<file path="src/hw/rtl/circle_inlier_scoring_assert.svh">
// ----------------------------------------------------------------------------
// circle_inlier_scoring assertion macros
// shared concurrent assertion forms, clocked on i_clk
// ----------------------------------------------------------------------------
`ifndef CIRCLE_INLIER_SCORING_ASSERT_SVH
`define CIRCLE_INLIER_SCORING_ASSERT_SVH

// property checked only outside reset
`define CIS_ASSERT(name, prop, msg) \
    name: assert property (@(posedge i_clk) disable iff (!i_rst_n) prop) else $error(msg);

// property checked at every edge, reset included
`define CIS_ASSERT_ALWAYS(name, prop, msg) \
    name: assert property (@(posedge i_clk) prop) else $error(msg);

`endif

</file>
<file path="src/hw/rtl/cis_pkg.sv">
// ----------------------------------------------------------------------------
// cis_pkg
// types and constants shared by the circle inlier scoring block
// ----------------------------------------------------------------------------
package cis_pkg;

    // field widths of the beats
    localparam int COORD_W     = 32;
    localparam int INDEX_W     = 20;
    localparam int RADIUS_W    = 31;
    localparam int DIST_W      = 32;
    localparam int CFG_DATA_W  = 32;
    localparam int CFG_INDEX_W = 4;

    // defaults of the top level parameters
    localparam int COORD_BITS_DEF = 32;
    localparam int INDEX_BITS_DEF = 20;

    // job queue depth, power of two
    localparam int QUEUE_DEPTH = 2;

    // register indexes
    localparam logic [CFG_INDEX_W-1:0] CFG_CENTER_X  = CFG_INDEX_W'(0);
    localparam logic [CFG_INDEX_W-1:0] CFG_CENTER_Y  = CFG_INDEX_W'(1);
    localparam logic [CFG_INDEX_W-1:0] CFG_RADIUS    = CFG_INDEX_W'(2);
    localparam logic [CFG_INDEX_W-1:0] CFG_THRESHOLD = CFG_INDEX_W'(3);

    // input beat
    typedef struct packed {
        logic signed [COORD_W-1:0] point_x;
        logic signed [COORD_W-1:0] point_y;
        logic [INDEX_W-1:0]        point_index;
        logic                      last_point;
    } t_cis_in;

    // output beat
    typedef struct packed {
        logic [INDEX_W-1:0] out_index;
        logic [DIST_W-1:0]  circle_distance;
        logic               is_inlier;
        logic               within_limit;
        logic               all_within;
        logic               out_last;
    } t_cis_out;

    // classified job between front and back
    typedef struct packed {
        logic [COORD_W-1:0] ax;
        logic [COORD_W-1:0] ay;
        logic [INDEX_W-1:0] index;
        logic               last;
    } t_cis_job;

endpackage

</file>
<file path="src/hw/rtl/cis_front.sv">
// ----------------------------------------------------------------------------
// cis_front
// takes input beats and turns each point into absolute offsets from the centre
// ----------------------------------------------------------------------------
module cis_front
    import cis_pkg::*;
#(
    parameter int COORD_BITS = COORD_BITS_DEF,
    parameter int INDEX_BITS = INDEX_BITS_DEF
) (
    input  logic                  i_clk,
    input  logic                  i_rst_n,
    input  logic [COORD_BITS-1:0] i_center_x,
    input  logic [COORD_BITS-1:0] i_center_y,
    input  logic                  i_in_valid,
    output logic                  o_in_ready,
    input  t_cis_in               i_in,
    output logic                  o_job_valid,
    input  logic                  i_job_ready,
    output t_cis_job              o_job
);

    localparam int IDX_KEEP = (INDEX_BITS < INDEX_W) ? INDEX_BITS : INDEX_W;

    logic            r_valid;
    t_cis_job        r_job;
    logic [COORD_BITS:0]   w_dx, w_dy, w_ndx, w_ndy;
    logic [COORD_BITS-1:0] w_ax, w_ay;
    logic            w_take;

    // signed differences, one bit wider than the coordinates
    assign w_dx  = {i_in.point_x[COORD_BITS-1], i_in.point_x[COORD_BITS-1:0]}
                 - {i_center_x[COORD_BITS-1], i_center_x};
    assign w_dy  = {i_in.point_y[COORD_BITS-1], i_in.point_y[COORD_BITS-1:0]}
                 - {i_center_y[COORD_BITS-1], i_center_y};
    assign w_ndx = (~w_dx) + 1'b1;
    assign w_ndy = (~w_dy) + 1'b1;

    // magnitudes always fit the coordinate width
    assign w_ax = w_dx[COORD_BITS] ? w_ndx[COORD_BITS-1:0] : w_dx[COORD_BITS-1:0];
    assign w_ay = w_dy[COORD_BITS] ? w_ndy[COORD_BITS-1:0] : w_dy[COORD_BITS-1:0];

    assign o_in_ready = !r_valid || i_job_ready;
    assign w_take     = i_in_valid && o_in_ready;

    // stage register toward the queue
    always_ff @(posedge i_clk) begin
        if (!i_rst_n) begin
            r_valid <= 1'b0;
        end else if (w_take) begin
            r_valid <= 1'b1;
        end else if (i_job_ready) begin
            r_valid <= 1'b0;
        end
    end

    always_ff @(posedge i_clk) begin
        if (w_take) begin
            r_job.ax    <= COORD_W'(w_ax);
            r_job.ay    <= COORD_W'(w_ay);
            r_job.index <= INDEX_W'(i_in.point_index[IDX_KEEP-1:0]);
            r_job.last  <= i_in.last_point;
        end
    end

    assign o_job_valid = r_valid;
    assign o_job       = r_job;

endmodule

</file>
<file path="config.mk">
export PLATFORM = sky130hd
export DESIGN_NAME = cis_front
export DESIGN_NICKNAME = d
export VERILOG_FILES = /design/src/hw/rtl/circle_inlier_scoring_assert.svh /design/src/hw/rtl/cis_pkg.sv /design/src/hw/rtl/cis_front.sv
export SDC_FILE = /design/constraint.sdc
export NUM_CORES = 1
export LEC_CHECK = 0
export BUFFER_PORTS_ARGS = -buffer_cell sky130_fd_sc_hd__buf_2
export CAP_MARGIN = 25
export CELL_PAD_IN_SITES_DETAIL_PLACEMENT = 0
export CELL_PAD_IN_SITES_GLOBAL_PLACEMENT = 2
export CORE_MARGIN = 10
export CORE_UTILIZATION = 28
export DETAILED_ROUTE_END_ITERATION = 8
export PLACE_DENSITY = 0.89
export SYNTH_ARGS = -nofsm -noshare
export SYNTH_HDL_FRONTEND = slang
export SYNTH_SLANG_ARGS = --single-unit
</file>
<file path="constraint.sdc">
create_clock -name i_clk -period 4.2 [get_ports i_clk]
set_input_delay 0.42 -clock i_clk [delete_from_list [all_inputs] [get_ports i_clk]]
set_output_delay 0.42 -clock i_clk [all_outputs]
set_load 0.005 [all_outputs]
</file>
==> impl_metrics.yaml <==
grt:
  grt.total_usage_pct: 14.0
  grt_busiest_layer: "met2"
  gr-total-overflow: 0
  use_met1_pct: 16.6
  grt_pass1_vias: 7964
  antenna_found_initial: 0
  use_met2_pct: 25.0
  use_met3_pct: 2.68
  grt_pass1_wl_um: 41300
  grt_start_max_net_pins: 37
clocking:
  cts_hold_buf: 0
  cts-htree-levels: 3
  post-cts-setup-buffers: 0
  root_buffer: "clkbuf_16"
  clkLatencyLatePin_ps: 350
  cts_tree: "done"
  cts_buffer_depth: 2
  cts_resized: 0
  cts.sinks: 86
  path_clk_slew_ps: 70
  cts_buffers: 9
critical_path:
  crit_path_end_kind: "flip-flop"
  cp.required_ps: 4310
  crit_fanout: 4
  crit_type: "in2reg"
  cp.arrival_ps: 4090
  critical_path.startpoint_type: "input port"
place:
  place.port_buffers: 239
  dp_worst_setup_slack_ps: -182
  place_congestion: 0.906
  placed_area_um2: 10400
  post-dp-hpwl_um: 22900
sta:
  setup_viol: 0
  fin_crit_ps: 3980
  worst_slack_ps: 224
  period_share_pct: 94.7
  hold_violations: 0
  worstMarginPinSlew_ps: 674
  rsz0062_at_grt: "no"
  drv_slew: 0
  finClkSkew_ps: 6.77
  relSlewSlack_pct: 55.0
  tns_ps: 0
  fmax_ghz: 0.252
die:
  core_um2: 28900
  ioPinCount: 240
  dieArea_um2: 36700
  die_w_um: 191
  initial_utilization_pct: 28.5
  num_rows: 62
  die_height_um: 191
logic_synthesis:
  seq_area_frac_synth_pct: 31.2
  syn-mean-instance-area_um2: 8.68
  syn-cell-area_um2: 8230
  synth_flop_cell: "edfxtp_1"
  ys_seq_elements: 86
  yosys_warnings: 0
  ys_async_sr_fraction_pct: 0
  synth_edf_count: 85
  synth_nets: 1169
  postSynthCellCount: 948
  yosysUniqueCellTypes: 84
run_status:
  status: "finished, final reports clean"
routing:
  firstDrtPassIters: 5
  viasPerCell: 4.83
  vias: 7902
  drt_iter0_markers: 441
  wirelength_um: 26600
  drc_errors: 0
  wl_per_cell_um: 16.3
  drtAntennaViolNets: 0
run:
  max-cap-violations: 0
final_layout:
  final_common_cell: "buf_2"
  drive_above_1_share_pct: 29.3
  fillers: 3067
  final_core_utilization_pct: 37.0
  n_antenna_cell: 0
  mostFrequentLayoutCells: "239 x buf_2, 92 x inv_1, 85 x edfxtp_1"
  syn_to_final_growth_pct: 29.7
  fin_nets: 1468
  final_area_um2: 10700
power:
  max-vdd-ir-drop_mv: 0.164
  p_leak_nw: 4.77
  power_density_nw_per_um2: 328
hold_path:
  holdCritPathClass: "in2reg"
-- synth_stat cells, types with 4 or more instances --
library cell	n	share of area, %
a2111oi_0	4	0.43
a211o_1	5	0.53
a211oi_1	14	1.3
a21boi_0	5	0.46
a21o_1	32	2.9
a21oi_1	74	4.5
a31oi_1	17	1.3
and2_1	13	0.99
and4_1	6	0.64
clkbuf_1	25	1.1
edfxtp_1	85	31
ha_1	66	10
inv_1	92	4.2
mux2i_1	4	0.49
nand2_1	81	3.7
nand3_1	19	1.2
nand3b_1	4	0.36
nand4_1	16	1.2
nor2_1	63	2.9
nor2b_1	11	0.84
nor3_1	26	1.6
nor3b_1	6	0.55
nor4_1	5	0.38
o211ai_1	9	0.82
o21a_1	11	1.0
o21ai_0	56	3.4
o21ai_1	4	0.24
o31ai_1	11	1.0
or2_2	4	0.30
or3_1	5	0.38
xnor2_1	65	6.9
xor2_1	30	3.2
-- logic make-up (layout without fill, tap and decap cells) --
group                      after synthesis  count (layout)  synth area share (%)
AOI/OAI and AO/OA                      295             295                  24.5
and+or+nand+nor                        276             276                  17.0
buffers and inverters                  123             427                  5.99
xor gates and xnor gates                95              95                  10.1
DFF                                     86              86                  31.2
adders and majority gates               68              68                  10.5
muxes                                    5               5                 0.623
-- metrics by stage --
stage	hold WS (ps)	std cells	power, mW
floorplan	519	948	2.10
global placement	512	1620	2.68
detailed placement	524	1620	2.68
CTS	215	1636	3.54
global route	214	1636	3.74
finish	235	1636	3.50
-- path summary, 6_finish.rpt --
kind                       startpoint                  endpoint  slack, ps  cells past startpoint
max                          i_in[21]       o_job[52]$_DFFE_PP_        220                     15
min                           i_in[4]        o_job[4]$_DFFE_PP_        240                      1
max reg2reg  o_job_valid$_SDFFE_PN0P_       o_job[84]$_DFFE_PP_       2500                      3
min reg2reg  o_job_valid$_SDFFE_PN0P_  o_job_valid$_SDFFE_PN0P_        530                      2
-- worst max-delay path, cell delays in order --
cell and delay [ps]:
buf_2 100, inv_1 40, ha_1 160, inv_1 60, fa_1 390, a21o_1 220
a221oi_4 380, o21ai_4 120, a221oi_4 310, xnor2_1 120, or4b_4 490, or4b_4 540
o41a_1 320, a211o_1 280, xnor2_1 120
-- power by group --
group	internal [mW]	total (mW)	switching, mW
clock network	0.485	0.843	0.358
logic	0.662	1.48	0.823
registers	1.14	1.17	0.0336
total	2.28	3.50	1.21
-- cell type report --
| cell class | instances | area, um^2 | area share [%] |
|---|---|---|---|
| clock buffers | 11 | 243 | 2.27 |
| well taps | 384 | 480 | 4.50 |
| multi-input cells | 739 | 5170 | 48.4 |
| repair buffers | 319 | 1800 | 16.8 |
| flip-flops and latches | 86 | 2570 | 24.1 |
| inverters | 92 | 345 | 3.24 |
| clock inverters | 5 | 66.3 | 0.621 |
-- registers in the layout, summed over array words and instances (netlist names) --
name,flops
o_job,85
o_job_valid,1
-- metal layers --
metal	share of wire [%]	routed length (um)
met4	1.7	450
met2	49	13000
met5	0	0
met1	44	11800
met3	5.0	1320
No activity file was read; power rests on OpenSTA's default activity.
