`config.mk`:
```
export PLATFORM = sky130hd
export DESIGN_NAME = cis_back
export DESIGN_NICKNAME = d
export VERILOG_FILES = /design/src/hw/rtl/circle_inlier_scoring_assert.svh /design/src/hw/rtl/cis_pkg.sv /design/src/hw/rtl/cis_back.sv
export SDC_FILE = /design/constraint.sdc
export NUM_CORES = 2
export LEC_CHECK = 0
export ABC_AREA = 1
export BUFFER_PORTS_ARGS = -buffer_cell sky130_fd_sc_hd__buf_2
export CAP_MARGIN = 20
export CORE_MARGIN = 1.5
export CORE_UTILIZATION = 60
export DETAILED_ROUTE_END_ITERATION = 10
export PLACE_DENSITY = 0.77
export RECOVER_POWER = 25
export SLEW_MARGIN = 15
export SYNTH_ARGS = -nofsm -noshare
export SYNTH_HDL_FRONTEND = slang
export SYNTH_SLANG_ARGS = --single-unit
```
`constraint.sdc`:
```
create_clock -name i_clk -period 12.2 [get_ports i_clk]
set_input_delay 1.83 -clock i_clk [delete_from_list [all_inputs] [get_ports i_clk]]
set_output_delay 1.83 -clock i_clk [all_outputs]
set_load 0.005 [all_outputs]
```
`src/hw/rtl/circle_inlier_scoring_assert.svh`:
```
// ----------------------------------------------------------------------------
// circle_inlier_scoring assertion macros
// shared concurrent assertion forms, clocked on i_clk
// ----------------------------------------------------------------------------
`ifndef CIRCLE_INLIER_SCORING_ASSERT_SVH
`define CIRCLE_INLIER_SCORING_ASSERT_SVH

// property checked only outside reset
`define CIS_ASSERT(name, prop, msg) \
    name: assert property (@(posedge i_clk) disable iff (!i_rst_n) prop) else $error(msg);

// property checked at every edge, reset included
`define CIS_ASSERT_ALWAYS(name, prop, msg) \
    name: assert property (@(posedge i_clk) prop) else $error(msg);

`endif

```
`src/hw/rtl/cis_pkg.sv`:
```
// ----------------------------------------------------------------------------
// cis_pkg
// types and constants shared by the circle inlier scoring block
// ----------------------------------------------------------------------------
package cis_pkg;

    // field widths of the beats
    localparam int COORD_W     = 32;
    localparam int INDEX_W     = 20;
    localparam int RADIUS_W    = 31;
    localparam int DIST_W      = 32;
    localparam int CFG_DATA_W  = 32;
    localparam int CFG_INDEX_W = 4;

    // defaults of the top level parameters
    localparam int COORD_BITS_DEF = 32;
    localparam int INDEX_BITS_DEF = 20;

    // job queue depth, power of two
    localparam int QUEUE_DEPTH = 2;

    // register indexes
    localparam logic [CFG_INDEX_W-1:0] CFG_CENTER_X  = CFG_INDEX_W'(0);
    localparam logic [CFG_INDEX_W-1:0] CFG_CENTER_Y  = CFG_INDEX_W'(1);
    localparam logic [CFG_INDEX_W-1:0] CFG_RADIUS    = CFG_INDEX_W'(2);
    localparam logic [CFG_INDEX_W-1:0] CFG_THRESHOLD = CFG_INDEX_W'(3);

    // input beat
    typedef struct packed {
        logic signed [COORD_W-1:0] point_x;
        logic signed [COORD_W-1:0] point_y;
        logic [INDEX_W-1:0]        point_index;
        logic                      last_point;
    } t_cis_in;

    // output beat
    typedef struct packed {
        logic [INDEX_W-1:0] out_index;
        logic [DIST_W-1:0]  circle_distance;
        logic               is_inlier;
        logic               within_limit;
        logic               all_within;
        logic               out_last;
    } t_cis_out;

    // classified job between front and back
    typedef struct packed {
        logic [COORD_W-1:0] ax;
        logic [COORD_W-1:0] ay;
        logic [INDEX_W-1:0] index;
        logic               last;
    } t_cis_job;

endpackage

```
`src/hw/rtl/cis_back.sv`:
```
// ----------------------------------------------------------------------------
// cis_back
// squares, bit-serial square root, distance to circle and output register
// ----------------------------------------------------------------------------
module cis_back
    import cis_pkg::*;
#(
    parameter int COORD_BITS = COORD_BITS_DEF
) (
    input  logic                i_clk,
    input  logic                i_rst_n,
    input  logic [RADIUS_W-1:0] i_radius,
    input  logic [RADIUS_W-1:0] i_threshold,
    input  logic                i_job_valid,
    output logic                o_job_ready,
    input  t_cis_job            i_job,
    output logic                o_out_valid,
    input  logic                i_out_ready,
    output t_cis_out            o_out
);

    localparam int SQ_W   = 2 * COORD_BITS;
    localparam int ROOT_W = COORD_BITS + 1;
    localparam int RAD_W  = 2 * ROOT_W;
    localparam int REM_W  = ROOT_W + 3;
    localparam int STEP_W = $clog2(ROOT_W);
    localparam int DIFF_W = (ROOT_W > RADIUS_W) ? ROOT_W : RADIUS_W;
    localparam logic [STEP_W-1:0] STEP_LAST = STEP_W'(ROOT_W - 1);

    typedef enum logic [2:0] {
        S_IDLE,
        S_SQUARE,
        S_SUM,
        S_ROOT,
        S_DIST,
        S_FINISH
    } t_state;

    t_state              r_state;
    logic [COORD_BITS-1:0] r_ax, r_ay;
    logic [INDEX_W-1:0]  r_index;
    logic                r_last;
    logic [SQ_W-1:0]     r_sq_x, r_sq_y;
    logic [RAD_W-1:0]    r_rad;
    logic [REM_W-1:0]    r_rem;
    logic [ROOT_W-1:0]   r_root;
    logic [STEP_W-1:0]   r_step;
    logic [DIST_W-1:0]   r_dist;
    logic                r_out_valid;
    t_cis_out            r_out;
    logic                r_set_all_within;

    logic [REM_W-1:0]    w_rem_sh, w_trial;
    logic                w_fit;
    logic [DIFF_W-1:0]   w_root_ext, w_rad_ext, w_diff;
    logic                w_sat;
    logic                w_inlier, w_within, w_all;

    // one root bit per step, restoring form
    assign w_rem_sh = {r_rem[REM_W-3:0], r_rad[RAD_W-1 -: 2]};
    assign w_trial  = REM_W'({r_root, 2'b01});
    assign w_fit    = (w_rem_sh >= w_trial);

    // absolute difference to the radius with saturation
    assign w_root_ext = DIFF_W'(r_root);
    assign w_rad_ext  = DIFF_W'(i_radius);
    assign w_diff     = (w_root_ext >= w_rad_ext) ? (w_root_ext - w_rad_ext)
                                                  : (w_rad_ext - w_root_ext);
    assign w_sat      = ((w_diff >> DIST_W) != '0);

    // threshold compares on the stored distance
    assign w_inlier = (r_dist <  DIST_W'(i_threshold));
    assign w_within = (r_dist <= DIST_W'(i_threshold));
    assign w_all    = r_set_all_within && w_within;

    assign o_job_ready = (r_state == S_IDLE);

    // sequencer, datapath registers and output register
    always_ff @(posedge i_clk) begin
        if (!i_rst_n) begin
            r_state          <= S_IDLE;
            r_out_valid      <= 1'b0;
            r_set_all_within <= 1'b1;
        end else begin
            // result beat handshake
            if (r_state == S_FINISH && (!r_out_valid || i_out_ready)) begin
                r_out_valid <= 1'b1;
            end else if (r_out_valid && i_out_ready) begin
                r_out_valid <= 1'b0;
            end
            case (r_state)
                S_IDLE: begin
                    if (i_job_valid) begin
                        r_ax    <= i_job.ax[COORD_BITS-1:0];
                        r_ay    <= i_job.ay[COORD_BITS-1:0];
                        r_index <= i_job.index;
                        r_last  <= i_job.last;
                        r_state <= S_SQUARE;
                    end
                end
                S_SQUARE: begin
                    r_sq_x  <= r_ax * r_ax;
                    r_sq_y  <= r_ay * r_ay;
                    r_state <= S_SUM;
                end
                S_SUM: begin
                    r_rad   <= RAD_W'(r_sq_x) + RAD_W'(r_sq_y);
                    r_rem   <= '0;
                    r_root  <= '0;
                    r_step  <= '0;
                    r_state <= S_ROOT;
                end
                S_ROOT: begin
                    r_rad  <= r_rad << 2;
                    r_rem  <= w_fit ? (w_rem_sh - w_trial) : w_rem_sh;
                    r_root <= {r_root[ROOT_W-2:0], w_fit};
                    r_step <= r_step + 1'b1;
                    if (r_step == STEP_LAST) begin
                        r_state <= S_DIST;
                    end
                end
                S_DIST: begin
                    r_dist  <= w_sat ? '1 : DIST_W'(w_diff);
                    r_state <= S_FINISH;
                end
                S_FINISH: begin
                    if (!r_out_valid || i_out_ready) begin
                        r_out.out_index       <= r_index;
                        r_out.circle_distance <= r_dist;
                        r_out.is_inlier       <= w_inlier;
                        r_out.within_limit    <= w_within;
                        r_out.all_within      <= w_all;
                        r_out.out_last        <= r_last;
                        r_set_all_within      <= r_last ? 1'b1 : w_all;
                        r_state               <= S_IDLE;
                    end
                end
                default: begin
                    r_state <= S_IDLE;
                end
            endcase
        end
    end

    assign o_out_valid = r_out_valid;
    assign o_out       = r_out;

endmodule

```
==> metrics <==
R2R depth 20; Final Setup Violations 0; Final Hold Viols 0; netlist area before placement between 90000 and 100000 sq um; reg2reg end r_sq_x[37]; CP startpoint kind register; Fillers 12.9k; Synthesized Nets between 10k and 15k; clock sink total 443; CTS tree yes; Critical Path Fanout Max 33; Total Wirelength 243 mm; worst skew pair latency 710 ps; minimum clock period between 8000 and 9000 ps; Num CTS Buffers between 50 and 60; H-tree depth 2; Worst slew margin -143%; Setup CP Type register to register; CP endpoint kind register; main combinational cell family by area after synthesis adder cells; GR Util All Layers approximately a third; Seq/Total Area, Yosys 14.6%; multiplexer share of the synthesized area 0%; RSZ-0062 raised after global routing false; setup TNS 0 ps; io pins 209; layout cell share with drive strength beyond 1 4.08%; Port Buffers 208; status finished with violations; synthesis-to-layout area growth 5.45%; wire per inst between 15 and 20 um; final setup skew ~53 ps; via count 71.7k; first-pass GRT wire length between 300 and 400 mm; die width 392 um; DP HPWL roughly 200 mm; top_reg_cell synth edfxtp_1; final count of pins violating max slew 231; Warnings, synthesis 0; Hold Path End o_out[44]; max-cap violation count 5; Worst Path Required about 13000 ps; Max Freq 117 MHz; Hold Crit Depth 0; postcts setup bufs 0; Max clock buf depth 3; vias in the first global route 75.3k; adder-cell share of the synthesized area 45.8%; largest net degree at the start of global routing 88; remaining global-route overflow 0; CTS Hold Buffers Added 0; Final #Nets 14.2k; antenna viol nets, final 0; row count about 140; Compound-Gate Fraction of Synth Area 3.67%; die height 392 um; Post-synth ARST share 0%; number of synthesized flops with an enable pin 438; clock root cell clkbuf_16; number of remaining DRC errors 0; via/cell ratio around 5.2; failing checks max-capacitance violations, max-slew violations; clock-pin slew on the worst setup and hold paths 60 ps; multi-input logic area 63800 sq um; Die Footprint around 150000 sq um; First-pass DRT Iterations 8; placeable core area 150000 sq um; Syn Inst Count approximately 12k; Worst Tran Pin Value approximately 3600 ps; Tcrit/Tclk final between 60% and 70%; WP data arrival 8940 ps; cts repair resizes 0; Post-Synth XOR/XNOR Area 2.24%; Mean Syn Cell Area 7.88 sq um; register cell area after layout 13300 sq um; Distinct cells, synth just under 50; Worst R2R Start r_ax[0]; Seq cells post-synth 443; Final Wtd Congestion 1.00; Worst Hold Class register to register; initial DRC count just under 6k; Initial Util 60.5%; Hold Startpoint r_index[8]; r2r setup slk about 3700 ps; initial antenna violation count 4; Simple-Gate Fraction of Synth Area 18.4%
## area by class of cell
type / instances / share of cell area, %
clock inverters: 42 / 0.445
inverters: 3407 / 13.3
multi-input cells: 7430 / 66.6
clock buffers: 64 / 1.52
well taps: 2016 / 2.63
repair buffers: 285 / 1.66
diodes: 5 / 0.0131
flip-flops and latches: 443 / 13.8
## placed cells by master, fill, tap and decap left out, types with 57 or more instances in the layout
cell type | Yosys | final
nand3_1 | 277 | 277
xor2_1 | 169 | 169
o21ai_0 | 185 | 185
nor3_1 | 60 | 60
buf_4 | 6 | 71
inv_1 | 3387 | 3388
a21oi_1 | 308 | 308
edfxtp_1 | 438 | 438
nand2_1 | 3038 | 3038
clkbuf_16 | 0 | 57
ha_1 | 791 | 791
nor2_1 | 663 | 660
buf_2 | 17 | 207
fa_1 | 1586 | 1586
xnor2_1 | 64 | 64
## worst max-delay path by stage
stage | end | startpoint | depth (start not counted)
after floorplan | r_ax[0] | i_rst_n | 2
after global placement | r_sq_x[37] | r_ax[24] | 23
after detailed placement | r_sq_x[63] | r_ax[3] | 26
after CTS | r_sq_x[63] | r_ax[3] | 26
after global routing | r_sq_x[37] | r_ax[0] | 22
final | r_sq_x[37] | r_ax[0] | 20
## critical path: stages (launching register included)
cell	delay, ps
edfxtp_1	320
clkbuf_1	1440
nand2_1	400
xor2_1	280
ha_1	210
o21bai_1	190
fa_1	430
fa_1	510
fa_1	570
fa_1	430
fa_1	450
fa_1	540
fa_1	430
ha_1	370
a21oi_1	240
o21ai_0	230
a21oi_1	400
inv_1	100
nor2_1	250
nand3_1	220
xor2_1	190
## per-layer routing
layer,vias up,routed length [um],track usage [%]
li1,33700,-,-
met1,34800,100000,43.5
met2,2681,115000,53.9
met3,538,18500,4.32
met4,2,9630,12.3
met5,-,19,0
## through the flow
stage	hold slack, ps	area [sq um]	worst slack (ps)	instances	util (%)
floorplan	400	90900	3720	11500	-
global placement	401	94000	4720	13600	62.6
detailed placement	405	94000	4670	13600	62.6
CTS	417	95900	4620	13700	63.9
global route	420	95800	3360	13700	63.8
finish	415	95900	3670	13700	63.8
## cells by family (layout without fill, tap and decap cells)
| group | after synthesis | count (layout) |
|---|---|---|
| buf+inv | 3666 | 3798 |
| fa+ha+maj | 2377 | 2377 |
| compound gates | 611 | 611 |
| xor+xnor | 233 | 233 |
| flops | 443 | 443 |
| other cells | 0 | 5 |
| simple gates | 4209 | 4209 |
## cells in the mapped netlist (all sizes together), types with 2 or more instances
cell type     n  area (sq um)
inv        3401         12800
nand2      3085         11700
fa         1586         31800
ha          791          9900
nor2        674          2570
edfxtp      438         13200
a21oi       309          1550
nand3       278          1400
clkbuf      201           754
o21ai       193           966
xor2        169          1480
xnor2        64           561
nor3         62           327
buf          58           337
o21bai       49           368
nand4        43           269
nand3b       29           230
or2          19           119
a21o         17           128
a31o         11          96.3
nor4         11          68.8
a21boi        9          67.6
o21a          9          67.6
a31oi         8          50.1
clkinv        6          22.5
and2          5          31.3
dfxtp         5           100
and3          2          12.5
o211ai        2          15.0
## state kept, by name, summed over array words and instances, names as in the netlist
signal,cells
r_rad,66
r_rem,34
r_ax,32
r_dist,32
r_sq_y,63
r_root,33
r_ay,32
r_last,1
o_out,56
r_state,3
r_sq_x,63
r_step,6
r_set_all_within,1
o_out_valid,1
r_index,20
Power is not shown: default switching activity piles up to over one toggle a cycle in this logic, so the estimate is an artifact.
