===== src/hw/rtl/circle_inlier_scoring_assert.svh =====
// ----------------------------------------------------------------------------
// circle_inlier_scoring assertion macros
// shared concurrent assertion forms, clocked on i_clk
// ----------------------------------------------------------------------------
`ifndef CIRCLE_INLIER_SCORING_ASSERT_SVH
`define CIRCLE_INLIER_SCORING_ASSERT_SVH

// property checked only outside reset
`define CIS_ASSERT(name, prop, msg) \
    name: assert property (@(posedge i_clk) disable iff (!i_rst_n) prop) else $error(msg);

// property checked at every edge, reset included
`define CIS_ASSERT_ALWAYS(name, prop, msg) \
    name: assert property (@(posedge i_clk) prop) else $error(msg);

`endif


===== src/hw/rtl/cis_pkg.sv =====
// ----------------------------------------------------------------------------
// cis_pkg
// types and constants shared by the circle inlier scoring block
// ----------------------------------------------------------------------------
package cis_pkg;

    // field widths of the beats
    localparam int COORD_W     = 32;
    localparam int INDEX_W     = 20;
    localparam int RADIUS_W    = 31;
    localparam int DIST_W      = 32;
    localparam int CFG_DATA_W  = 32;
    localparam int CFG_INDEX_W = 4;

    // defaults of the top level parameters
    localparam int COORD_BITS_DEF = 32;
    localparam int INDEX_BITS_DEF = 20;

    // job queue depth, power of two
    localparam int QUEUE_DEPTH = 2;

    // register indexes
    localparam logic [CFG_INDEX_W-1:0] CFG_CENTER_X  = CFG_INDEX_W'(0);
    localparam logic [CFG_INDEX_W-1:0] CFG_CENTER_Y  = CFG_INDEX_W'(1);
    localparam logic [CFG_INDEX_W-1:0] CFG_RADIUS    = CFG_INDEX_W'(2);
    localparam logic [CFG_INDEX_W-1:0] CFG_THRESHOLD = CFG_INDEX_W'(3);

    // input beat
    typedef struct packed {
        logic signed [COORD_W-1:0] point_x;
        logic signed [COORD_W-1:0] point_y;
        logic [INDEX_W-1:0]        point_index;
        logic                      last_point;
    } t_cis_in;

    // output beat
    typedef struct packed {
        logic [INDEX_W-1:0] out_index;
        logic [DIST_W-1:0]  circle_distance;
        logic               is_inlier;
        logic               within_limit;
        logic               all_within;
        logic               out_last;
    } t_cis_out;

    // classified job between front and back
    typedef struct packed {
        logic [COORD_W-1:0] ax;
        logic [COORD_W-1:0] ay;
        logic [INDEX_W-1:0] index;
        logic               last;
    } t_cis_job;

endpackage


===== src/hw/rtl/cis_queue.sv =====
// ----------------------------------------------------------------------------
// cis_queue
// small register queue of jobs between front and back
// ----------------------------------------------------------------------------
module cis_queue
    import cis_pkg::*;
#(
    parameter int DEPTH = QUEUE_DEPTH
) (
    input  logic     i_clk,
    input  logic     i_rst_n,
    input  logic     i_wr_valid,
    output logic     o_wr_ready,
    input  t_cis_job i_wr_job,
    output logic     o_rd_valid,
    input  logic     i_rd_ready,
    output t_cis_job o_rd_job
);

    localparam int PTR_W = (DEPTH > 1) ? $clog2(DEPTH) : 1;
    localparam int CNT_W = $clog2(DEPTH + 1);

    t_cis_job           r_mem [DEPTH];
    logic [PTR_W-1:0]   r_wr_ptr, r_rd_ptr;
    logic [CNT_W-1:0]   r_count;
    logic               w_push, w_pop;

    assign o_wr_ready = (r_count != CNT_W'(DEPTH));
    assign o_rd_valid = (r_count != '0);
    assign w_push     = i_wr_valid && o_wr_ready;
    assign w_pop      = o_rd_valid && i_rd_ready;
    assign o_rd_job   = r_mem[r_rd_ptr];

    // pointers and fill count
    always_ff @(posedge i_clk) begin
        if (!i_rst_n) begin
            r_wr_ptr <= '0;
            r_rd_ptr <= '0;
            r_count  <= '0;
        end else begin
            if (w_push) begin
                r_wr_ptr <= r_wr_ptr + 1'b1;
            end
            if (w_pop) begin
                r_rd_ptr <= r_rd_ptr + 1'b1;
            end
            if (w_push && !w_pop) begin
                r_count <= r_count + 1'b1;
            end else if (w_pop && !w_push) begin
                r_count <= r_count - 1'b1;
            end
        end
    end

    // entry storage
    always_ff @(posedge i_clk) begin
        if (w_push) begin
            r_mem[r_wr_ptr] <= i_wr_job;
        end
    end

endmodule


===== config.mk =====
export PLATFORM = sky130hd
export DESIGN_NAME = cis_queue
export DESIGN_NICKNAME = d
export VERILOG_FILES = /design/src/hw/rtl/circle_inlier_scoring_assert.svh /design/src/hw/rtl/cis_pkg.sv /design/src/hw/rtl/cis_queue.sv
export SDC_FILE = /design/constraint.sdc
export NUM_CORES = 1
export LEC_CHECK = 0
export BUFFER_PORTS_ARGS = -buffer_cell sky130_fd_sc_hd__buf_2
export CORE_MARGIN = 10
export CORE_UTILIZATION = 56
export CTS_CLUSTER_DIAMETER = 150
export CTS_CLUSTER_SIZE = 40
export DETAILED_ROUTE_END_ITERATION = 8
export PLACE_DENSITY = 0.85
export SLEW_MARGIN = 40
export SYNTH_ARGS = -nofsm -noshare
export SYNTH_HDL_FRONTEND = slang
export SYNTH_SLANG_ARGS = --single-unit

===== constraint.sdc =====
create_clock -name i_clk -period 8.5 [get_ports i_clk]
set_input_delay 0.85 -clock i_clk [delete_from_list [all_inputs] [get_ports i_clk]]
set_output_delay 0.85 -clock i_clk [all_outputs]
set_load 0.05 [all_outputs]

==> impl_metrics.toml, run 1 <==
[timing]
worstMarginPinSlew_ps = 803.1
setup-tns-final_ps = 0
final_hold_viol_count = 0
final.setup.worst_slack_ps = 5899
finalCritPeriodShare_pct = 30.60
setup_viol_count_final = 0
timing.fmax_ghz = 0.3844
fin_skew_ps = 8.468
slew_viol_final = 0
grt_setup_unrepaired = "false"
timing.max_slew.rel_slack_pct = 46.46
finalCriticalPeriod_ps = 2601

[global_routing]
grt_pass1_vias = 3485
grt_start_max_net_pins = 86
grt-ovfl-total = 0
track_usage_pct = 15.40
initial_antenna_violation_count = 1
global_route_wire_length_before_repair_mm = 19.09

[critical_path]
crit_path_max_fanout = 40
timing.critical_path.arrival_ps = 1750
launching_element_type_of_the_critical_path = "register"
worst_setup_path_end_kind = "primary output"
crit_type = "reg2out"
cp_cell_sequence = "buf_12 > mux2_2 > buf_2"
required_ps = 7650
worst_path_largest_cell_delay_ps = 450
critPathBufInv = 2
critical-path-slowest-cell = "sky130_fd_sc_hd__dfxtp_4"
critical-path-top-delay-family = "buffers and inverters"

[clocking]
cts_repair_resize_count = 0
htree_num_levels = 4
path_clk_slew_ps = 60
cts_inserted_buffers = 17
cts_root_buf = "sky130_fd_sc_hd__clkbuf_16"
cts.hold.buffers_added = 0
worstSkewPairLatency_ps = 410
clock_sinks = 175
setup_bufs_post_cts = 0
cts_tree = "done"
cts_buffer_depth = 2

[yosys]
ys_seq_area_share_pct = 81.54
synthDistinctLibCells = 21
netlist_area_um2 = 6384
yosysWarnings = 0
synth_fa_ha_area_share_pct = 0.1960
gate_count_after_technology_mapping = 288
synth.avg_cell_area_um2 = 22.17
synth.area.mux_share_pct = 14.99
synth-seq-cells = 175
syn_nets = 378
dominant_combinational_cell_family_by_area_after_synthesis = "multiplexers"
synthesized_area_fraction_occupied_by_and_or_nand_nor_cells_pct = 1.019
share_of_the_synthesized_area_in_compound_gates_ao_oa_aoi_oai_pct = 0.5488
post_synth_xor_area_fraction_pct = 0.4116

[die]
die_x_um = 126.8
dieArea_um2 = 16070
placement_rows = 38
die_h_um = 126.8
design.core.area_um2 = 10980
initial_core_util_pct = 58.12
floorplan.io_pins = 176

[pwr]
cellInternalPower_mw = 1.782
worst_ir_drop_vdd_uv = 248.6
seqPwrFrac_pct = 39.5
sw_share_pct = 36.95
power_leakage_nw = 2.991
p_switching_mw = 1.044
p_clk_share_pct = 26.1
post-layout-total-power_mw = 2.826
power.combinational.fraction_pct = 34.4
p_per_area_nw_per_um2 = 351.8

[detailed_routing]
post_detailed_route_wirelength_per_cell_um = 20.17
vias = 3261
route.final.wire_length_mm = 12.73
post-route-drc-count = 0
detailedRoute.firstIterationViolations = 265
first_pass_iters = 4
vias_per_cell = 5.168
postRouteAntennaNets = 0

[final_layout]
final_nets = 568
final_cells = 631
multi_input_comb_area_um2 = 1101
drive_above_1_share_pct = 61.51
diodes = 0
regArea_um2 = 5209
final.fill_count = 681
area.growth.synth_to_final_pct = 25.85

[placement]
gpl.final_weighted_congestion = 0.7229
dp_hpwl_mm = 8.984
io_buffer_count = 175
dp.cells = 599
post-place-ws_ps = 6291

[status]
status = "finished, final reports clean"

[run]
max-cap-violations = 0

[min_path]
min-delay-path-class = "reg2reg"
[per-layer routing]
metal / up-vias / wire length (µm) / GRT usage, %
li1: 1532 / - / -
met1: 1579 / 5201 / 18.30
met3: 15 / 1029 / 6.331
met5: - / 0 / 0
met4: 0 / 159 / 5.760
met2: 135 / 6337 / 24.67
[worst register-to-register path, delay by kind of cell (launching register included)]
| kind | cells | cell delay [ps] |
|---|---|---|
| buffers and inverters | 2 | 680 |
| flip-flops | 1 | 420 |
| AND/OR/NAND/NOR | 2 | 310 |
[power by group through the flow]
| stage | Sequential [mW] | Clock (mW) | Combinational (mW) |
|---|---|---|---|
| floorplan | 1.12 | 0 | 0.775 |
| CTS | 1.12 | 0.749 | 0.986 |
| global placement | 1.18 | 0 | 0.903 |
| global route | 1.12 | 0.789 | 1.02 |
| finish | 1.12 | 0.737 | 0.973 |
| detailed placement | 1.13 | 0 | 0.982 |
[state kept, by name (all words and copies together) (netlist names), named ones only]
signal and cells:
r_mem 170, r_count 2, r_rd_ptr 1, r_wr_ptr 1
[logic make-up (layout without fill, tap and decap cells)]
logic type | Yosys count | after routing
DFF | 175 | 175
muxes | 85 | 85
buffers and inverters | 10 | 213
and+or+nand+nor | 9 | 9
AOI/OAI and AO/OA | 5 | 5
xor gates and xnor gates | 3 | 3
adders and majority gates | 1 | 1
[layout make-up]
type / count / share of cell area, %
clock inverters: 11 / 1.324
clock buffers: 21 / 5.856
well taps: 140 / 2.180
repair buffers: 180 / 12.04
flip-flops and latches: 175 / 64.83
multi-input cells: 103 / 13.71
inverters: 1 / 0.06230
[cell usage after synthesis]
library cell / number / area, µm²
sky130_fd_sc_hd__xnor2_1: 2 / 17.52
sky130_fd_sc_hd__ha_1: 1 / 12.51
sky130_fd_sc_hd__o21ai_0: 1 / 5.000
sky130_fd_sc_hd__o21ai_1: 1 / 5.000
sky130_fd_sc_hd__xor2_1: 1 / 8.760
sky130_fd_sc_hd__or2_2: 1 / 6.260
sky130_fd_sc_hd__and3_1: 1 / 6.260
sky130_fd_sc_hd__nand3b_1: 1 / 7.510
sky130_fd_sc_hd__and2_1: 4 / 25.02
sky130_fd_sc_hd__dfxtp_1: 5 / 100.1
sky130_fd_sc_hd__buf_2: 3 / 15.01
sky130_fd_sc_hd__a21boi_0: 1 / 7.510
sky130_fd_sc_hd__a21bo_2: 1 / 10.01
sky130_fd_sc_hd__mux2_2: 85 / 957.2
sky130_fd_sc_hd__buf_6: 5 / 56.30
sky130_fd_sc_hd__a21boi_1: 1 / 7.510
sky130_fd_sc_hd__edfxtp_1: 170 / 5105
sky130_fd_sc_hd__nand2b_4: 1 / 13.76
sky130_fd_sc_hd__inv_1: 1 / 3.750
sky130_fd_sc_hd__or3_1: 1 / 6.260
sky130_fd_sc_hd__buf_4: 1 / 7.510
[layout by cell type (no fill, tap or decap), types with 2 or more instances in the layout]
cell type / synthesis / final
sky130_fd_sc_hd__and2_1: 4 / 4
sky130_fd_sc_hd__clkinvlp_4: 0 / 6
sky130_fd_sc_hd__clkbuf_16: 0 / 17
sky130_fd_sc_hd__clkbuf_8: 0 / 3
sky130_fd_sc_hd__clkinv_2: 0 / 2
sky130_fd_sc_hd__mux2_2: 85 / 85
sky130_fd_sc_hd__edfxtp_1: 170 / 170
sky130_fd_sc_hd__dfxtp_1: 5 / 4
sky130_fd_sc_hd__xnor2_1: 2 / 2
sky130_fd_sc_hd__buf_12: 0 / 4
sky130_fd_sc_hd__inv_6: 0 / 3
sky130_fd_sc_hd__buf_2: 3 / 175
[final timing paths]
| check | start | end | slack [ps] | cells past startpoint |
|---|---|---|---|---|
| setup reg to reg | r_count[0] | r_mem[0][19] | 6670 | 4 |
| hold reg to reg | r_count[1] | r_count[1] | 590 | 2 |
| setup / recovery | register | o_rd_job[33] | 5900 | 3 |
| hold / removal | r_count[1] | r_count[1] | 590 | 2 |
[per-stage QoR]
stage / util, % / area (µm²) / hold WS, ps
floorplan: - / 6384 / 512.4
global placement: 67.13 / 7373 / 525.8
detailed placement: 67.90 / 7457 / 564.5
CTS: 73.15 / 8034 / 595.8
global route: 73.15 / 8034 / 601.5
finish: 73.15 / 8034 / 594.5
Note: power is estimated with default switching activity, not from simulation.
==> run 2, diff against run 1 <==
--- a/config.mk
+++ b/config.mk
@@ -5,13 +5,14 @@
 export SDC_FILE = /design/constraint.sdc
 export NUM_CORES = 1
 export LEC_CHECK = 0
+export ABC_AREA = 1
 export BUFFER_PORTS_ARGS = -buffer_cell sky130_fd_sc_hd__buf_2
 export CORE_MARGIN = 10
-export CORE_UTILIZATION = 56
+export CORE_UTILIZATION = 52
 export CTS_CLUSTER_DIAMETER = 150
 export CTS_CLUSTER_SIZE = 40
 export DETAILED_ROUTE_END_ITERATION = 8
-export PLACE_DENSITY = 0.85
+export PLACE_DENSITY = 0.79
 export SLEW_MARGIN = 40
 export SYNTH_ARGS = -nofsm -noshare
 export SYNTH_HDL_FRONTEND = slang
==> constraint.sdc (replaced) <==
create_clock -name i_clk -period 2.55 [get_ports i_clk]
set_input_delay 0.255 -clock i_clk [delete_from_list [all_inputs] [get_ports i_clk]]
set_output_delay 0.255 -clock i_clk [all_outputs]
set_load 0.05 [all_outputs]
==> run 2 against run 1 <==
Sequential power increased to 3.3 times the previous value. Critical path type unchanged. Critical endpoint is now o_rd_job[71]. Critical path depth did not move. Synthesized area is essentially flat. Worst setup slack worse by 5400 ps. Largest cell class unchanged. Wire length shrank 2.5%. Combinational power increased to 3.0 times the previous value. Largest power group unchanged.
==> impl_metrics.toml, run 2 <==
[critical_path]
worst_r2r_dst = "r_mem[1][38]"
critPathBufInv = 2
required_ps = 2300
timing.critical_path.arrival_ps = 1840
r2r_slack_ps = 790
critical-path-top-delay-family = "buffers and inverters"
crit-reg2reg-launch = "r_count[0]"
critical-path-slowest-cell = "sky130_fd_sc_hd__buf_4"
ff2ff_path_depth = 5
launching_element_type_of_the_critical_path = "register"
crit_type = "reg2out"
crit_path_max_fanout = 37
worst_setup_path_end_kind = "primary output"
worst_path_largest_cell_delay_ps = 420
worstSetupPathDepth = 3
cp_cell_sequence = "buf_4 > mux2_2 > buf_2"

[global_routing]
grt-ovfl-total = 0
grt.met1_usage_pct = 15.04
track_usage_pct = 14.61
initial_antenna_violation_count = 1
grt-busiest-layer = "met2"
global_route_wire_length_before_repair_mm = 18.61
grt_pass1_vias = 3603
grt_util_met2_pct = 24.98
groute.layer.met3.usage_pct = 7.293
grt_start_max_net_pins = 60

[clocking]
cts.hold.buffers_added = 0
clock_sinks = 175
cts_root_buf = "sky130_fd_sc_hd__clkbuf_16"
cts_repair_resize_count = 0
setup_bufs_post_cts = 0
cts_buffer_depth = 2
cts_tree = "done"
htree_num_levels = 4
path_clk_slew_ps = 60
worstSkewPairLatency_ps = 410
cts_inserted_buffers = 17

[final_layout]
mostFrequentLayoutCell = "sky130_fd_sc_hd__buf_2"
largest_registers = "r_mem (170), r_count (2)"
area.growth.synth_to_final_pct = 25.47
diodes = 0
final_cell_mix = "sky130_fd_sc_hd__buf_2 (175), sky130_fd_sc_hd__edfxtp_1 (170), sky130_fd_sc_hd__mux2_1 (50), sky130_fd_sc_hd__mux2_2 (35), sky130_fd_sc_hd__clkbuf_16 (17)"
largest_register_ff_count = 170
finalCoreUtilization_pct = 66.66
drive_above_1_share_pct = 49.31
max_flop_register = "r_mem"
final_cells = 652
final_nets = 582

[yosys]
yosys_most_used_dff = "sky130_fd_sc_hd__edfxtp_1"
netlist_area_um2 = 6381
yosysWarnings = 0
syn_nets = 391
yosysTopAreaCell = "sky130_fd_sc_hd__edfxtp_1"
asyncSetResetFlopFracSynth_pct = 0
synth.cells.most_frequent = "sky130_fd_sc_hd__edfxtp_1 (170), sky130_fd_sc_hd__mux2_1 (50), sky130_fd_sc_hd__mux2_2 (35), sky130_fd_sc_hd__nand2_1 (9)"
synthDistinctLibCells = 16
ys_seq_area_share_pct = 81.57
edff_count_synth = 170
synth_most_common_cell = "sky130_fd_sc_hd__edfxtp_1"
gate_count_after_technology_mapping = 301
area_share_of_the_largest_cell_type_after_synthesis_pct = 80.00
synth.avg_cell_area_um2 = 21.20
synth_area_leaders = "sky130_fd_sc_hd__edfxtp_1 (80%), sky130_fd_sc_hd__mux2_1 (8.8%), sky130_fd_sc_hd__mux2_2 (6.2%)"
synth-seq-cells = 175

[detailed_routing]
route.final.wire_length_mm = 12.41
detailedRoute.firstIterationViolations = 146
first_pass_iters = 4
post_detailed_route_wirelength_per_cell_um = 19.03
vias = 3331
post-route-drc-count = 0
postRouteAntennaNets = 0
vias_per_cell = 5.109

[pwr]
post-layout-total-power_mw = 9.011
power_leakage_nw = 3.021
p_per_area_nw_per_um2 = 1126
worst_ir_drop_vdd_uv = 705.9

[timing]
setup_viol_count_final = 0
finalCriticalPeriod_ps = 2098
finalCritPeriodShare_pct = 82.26
timing.max_slew.rel_slack_pct = 58.75
setup-tns-final_ps = 0
timing.fmax_ghz = 0.4767
slew_viol_final = 0
worstMarginPinSlew_ps = 618.8
grt_setup_unrepaired = "false"
final_hold_viol_count = 0
fin_skew_ps = 4.766

[min_path]
min-delay-path-class = "in2reg"
startpoint_of_the_lowest_slack_hold_path = "i_wr_job[22]"
holdPathEnd = "r_mem[0][22]"
timing.hold.worst_path_depth = 1

[placement]
io_buffer_count = 175
gpl.final_weighted_congestion = 0.6947
dp_hpwl_mm = 8.710
dp.cells = 620

[die]
floorplan.io_pins = 176
initial_core_util_pct = 53.13
design.core.area_um2 = 12010
die_h_um = 130.8
placement_rows = 40
die_x_um = 130.8
dieArea_um2 = 17100

[run]
max-cap-violations = 0

[status]
status = "finished, final reports clean"
run 2: how the worst max path moves through the flow:
stage | end | slack, ps
after floorplan | r_mem[0][0] | 60
after global placement | o_rd_job[71] | 880
after detailed placement | r_mem[1][38] | 810
after CTS | o_rd_job[71] | 420
after global routing | o_rd_job[71] | 370
final | o_rd_job[71] | 450
run 2: cell type report:
class                           instances  area, µm²
Timing Repair Buffer                  181      945.9
Inverter                                8      30.03
Clock buffer                           17      425.4
Tap cell                              147      183.9
Multi-Input combinational cell        109       1090
Sequential cell                       175       5209
Clock inverter                         15      122.6
Fill cell                             819       4005
run 2: metal layers:
layer / part of all wire (%) / routed length [µm]
met1: 38 / 4695
met2: 51 / 6342
met3: 9.9 / 1223
met4: 1.1 / 133
met5: 0.10 / 13
run 2: power by group:
group,total [mW],leakage (nW),switching (mW),internal (mW)
Combinational,2.92,1.14,2.19,0.730
Sequential,3.74,1.63,0.102,3.64
Clock,2.35,0.250,1.02,1.33
run 2: logic make-up after synthesis:
family                     after synthesis  synth area share (%)
AOI/OAI and AO/OA                        4                0.3529
DFF                                    175                 81.57
and+or+nand+nor                         19                 1.176
adders and majority gates                1                0.1960
muxes                                   85                 15.00
buffers and inverters                   17                 1.706
run 2: metrics by stage:
step                setup slack [ps]  instance area (µm²)  hold WS [ps]
floorplan                      60.81                 6404         353.9
finish                         452.4                 8006         25.70
global route                   374.4                 8006         6.303
global placement               880.4                 7458         442.4
detailed placement             812.5                 7458         447.4
CTS                            416.7                 8006         2.498
==> run 3, diff against run 2 <==
==> constraint.sdc (replaced) <==
create_clock -name i_clk -period 2.1 [get_ports i_clk]
set_input_delay 0.21 -clock i_clk [delete_from_list [all_inputs] [get_ports i_clk]]
set_output_delay 0.21 -clock i_clk [all_outputs]
set_load 0.05 [all_outputs]
==> run 3 against run 2 <==
Core utilization increased by 7.5 points. Wire length rose by 14%. Highest routed layer is now met4. Sequential share of layout area down 6.5 points. First-iteration DRC count is 75% higher. Critical endpoint is now o_rd_job[72]. Register-to-register slack worse by 170 ps. Total power is 24% higher. Clock skew is 4.0 ps higher. Final cell count increased by 13%. Non-clock buffer count is 85 higher.
==> impl_metrics.toml, run 3 (synthesized netlist as in run 2, its figures left out) <==
[timing]
slew_viol_final = 0
timing.max_slew.rel_slack_pct = 67.87
fin_skew_ps = 8.793
final.setup.worst_slack_ps = 52.10
finalCritPeriodShare_pct = 97.52
finalCriticalPeriod_ps = 2048
worstMarginPinSlew_ps = 481.9
setup_viol_count_final = 0
final_hold_slack_ps = 61.28
final_hold_viol_count = 0
setup-tns-final_ps = 0
timing.fmax_ghz = 0.4883

[critical_path]
required_ps = 1890
timing.critical_path.arrival_ps = 1840
launching_element_type_of_the_critical_path = "register"
worst_setup_path_end_kind = "primary output"
crit_type = "reg2out"
crit_path_max_fanout = 85

[pwr]
p_clk_share_pct = 25.3
p_per_area_nw_per_um2 = 1251
power_leakage_nw = 3.396
worst_ir_drop_vdd_uv = 826.5
post-layout-total-power_mw = 11.14
p_switching_mw = 4.094
sw_share_pct = 36.74
power.combinational.fraction_pct = 33.8
seqPwrFrac_pct = 40.9
cellInternalPower_mw = 7.050

[clocking]
setup_bufs_post_cts = 0
cts_tree = "done"
clock_sinks = 175
worstSkewPairLatency_ps = 420
path_clk_slew_ps = 60
cts_root_buf = "sky130_fd_sc_hd__clkbuf_16"
htree_num_levels = 4
cts_inserted_buffers = 17
cts_buffer_depth = 2

[final_layout]
final_nets = 667
mostFrequentLayoutCell = "sky130_fd_sc_hd__buf_2"
final.fill_count = 702
final_cell_mix = "sky130_fd_sc_hd__buf_2 (175), sky130_fd_sc_hd__edfxtp_1 (170), sky130_fd_sc_hd__dlygate4sd3_1 (85), sky130_fd_sc_hd__mux2_1 (50), sky130_fd_sc_hd__mux2_2 (35)"
max_flop_register = "r_mem"
area.growth.synth_to_final_pct = 39.55
multi_input_comb_area_um2 = 1115
final_cells = 738
drive_above_1_share_pct = 42.37
regArea_um2 = 5210
largest_registers = "r_mem (170), r_count (2)"
largest_register_ff_count = 170

[global_routing]
track_usage_pct = 16.76
global_route_wire_length_before_repair_mm = 21.45
grt_start_max_net_pins = 86
grt-ovfl-total = 0
grt_pass1_vias = 4006
initial_antenna_violation_count = 0

[die]
design.core.area_um2 = 12010
die_h_um = 130.8
die_x_um = 130.8
dieArea_um2 = 17100
placement_rows = 40
initial_core_util_pct = 53.13
floorplan.io_pins = 176

[detailed_routing]
postRouteAntennaNets = 0
post-route-drc-count = 0
first_pass_iters = 4
detailedRoute.firstIterationViolations = 256
vias_per_cell = 4.991
route.final.wire_length_mm = 14.09
post_detailed_route_wirelength_per_cell_um = 19.10
vias = 3683

[placement]
io_buffer_count = 175
post-place-ws_ps = 511.7
dp_hpwl_mm = 8.613
gpl.final_weighted_congestion = 0.7571
dp.cells = 620

[run]
max-cap-violations = 0

[min_path]
min-delay-path-class = "in2reg"

[status]
status = "finished, final reports clean"
[run 3: repair_timing]
action / 4_1_cts / 5_1_grt
hold buffers: 85 / 0
hold endpoints to repair: 170 / 0
resized for setup: 0 / 1
endpoints found under the setup margin: 0 / 4
[run 3: worst max-delay path, cell delays in order, from the launching register on]
cell and delay (ps):
sky130_fd_sc_hd__dfxtp_4 360, sky130_fd_sc_hd__buf_16 310, sky130_fd_sc_hd__mux2_2 400, sky130_fd_sc_hd__buf_2 220
[run 3: worst paths after layout]
kind | slack [ps] | cells past startpoint | endpoint | startpoint
worst max-delay path | 50 | 3 | o_rd_job[72] | register
worst min-delay path | 60 | 3 | register | i_rst_n
worst max register to register | 620 | 9 | r_count[1] | r_count[1]
worst min register to register | 500 | 2 | register | r_rd_ptr
[run 3: power groups by stage]
stage	registers, mW	logic (mW)	clock network [mW]
after CTS	4.55	3.79	2.86
after global routing	4.59	3.97	2.99
final	4.56	3.77	2.82
after global placement	4.58	3.61	0
after detailed placement	4.62	3.65	0
after floorplan	4.59	2.82	0
[run 3: routing by layer]
layer / share of wire, % / track usage [%] / wire length (µm) / up-vias
met1: 37 / 17.44 / 5275 / 1817
met5: 0 / 0 / 0 / -
met4: 1.9 / 7.587 / 266 / 0
met3: 7.8 / 6.527 / 1104 / 20
met2: 53 / 29.32 / 7447 / 121
li1: - / - / - / 1725
[run 3: final cells by class]
cell class              instances  share of cell area, %
diodes                          1                0.02810
clock buffers                  19                  4.862
clock inverters                13                  1.110
inverters                       8                 0.3653
multi-input cells             109                  12.52
flip-flops and latches        175                  58.51
well taps                     147                  2.065
repair buffers                266                  20.54
[run 3: metrics by stage]
stage	cell area [µm²]	utilization, %
CTS	8895	74.05
detailed placement	7512	62.54
global placement	7512	62.54
global route	8902	74.11
floorplan	6432	-
finish	8905	74.14
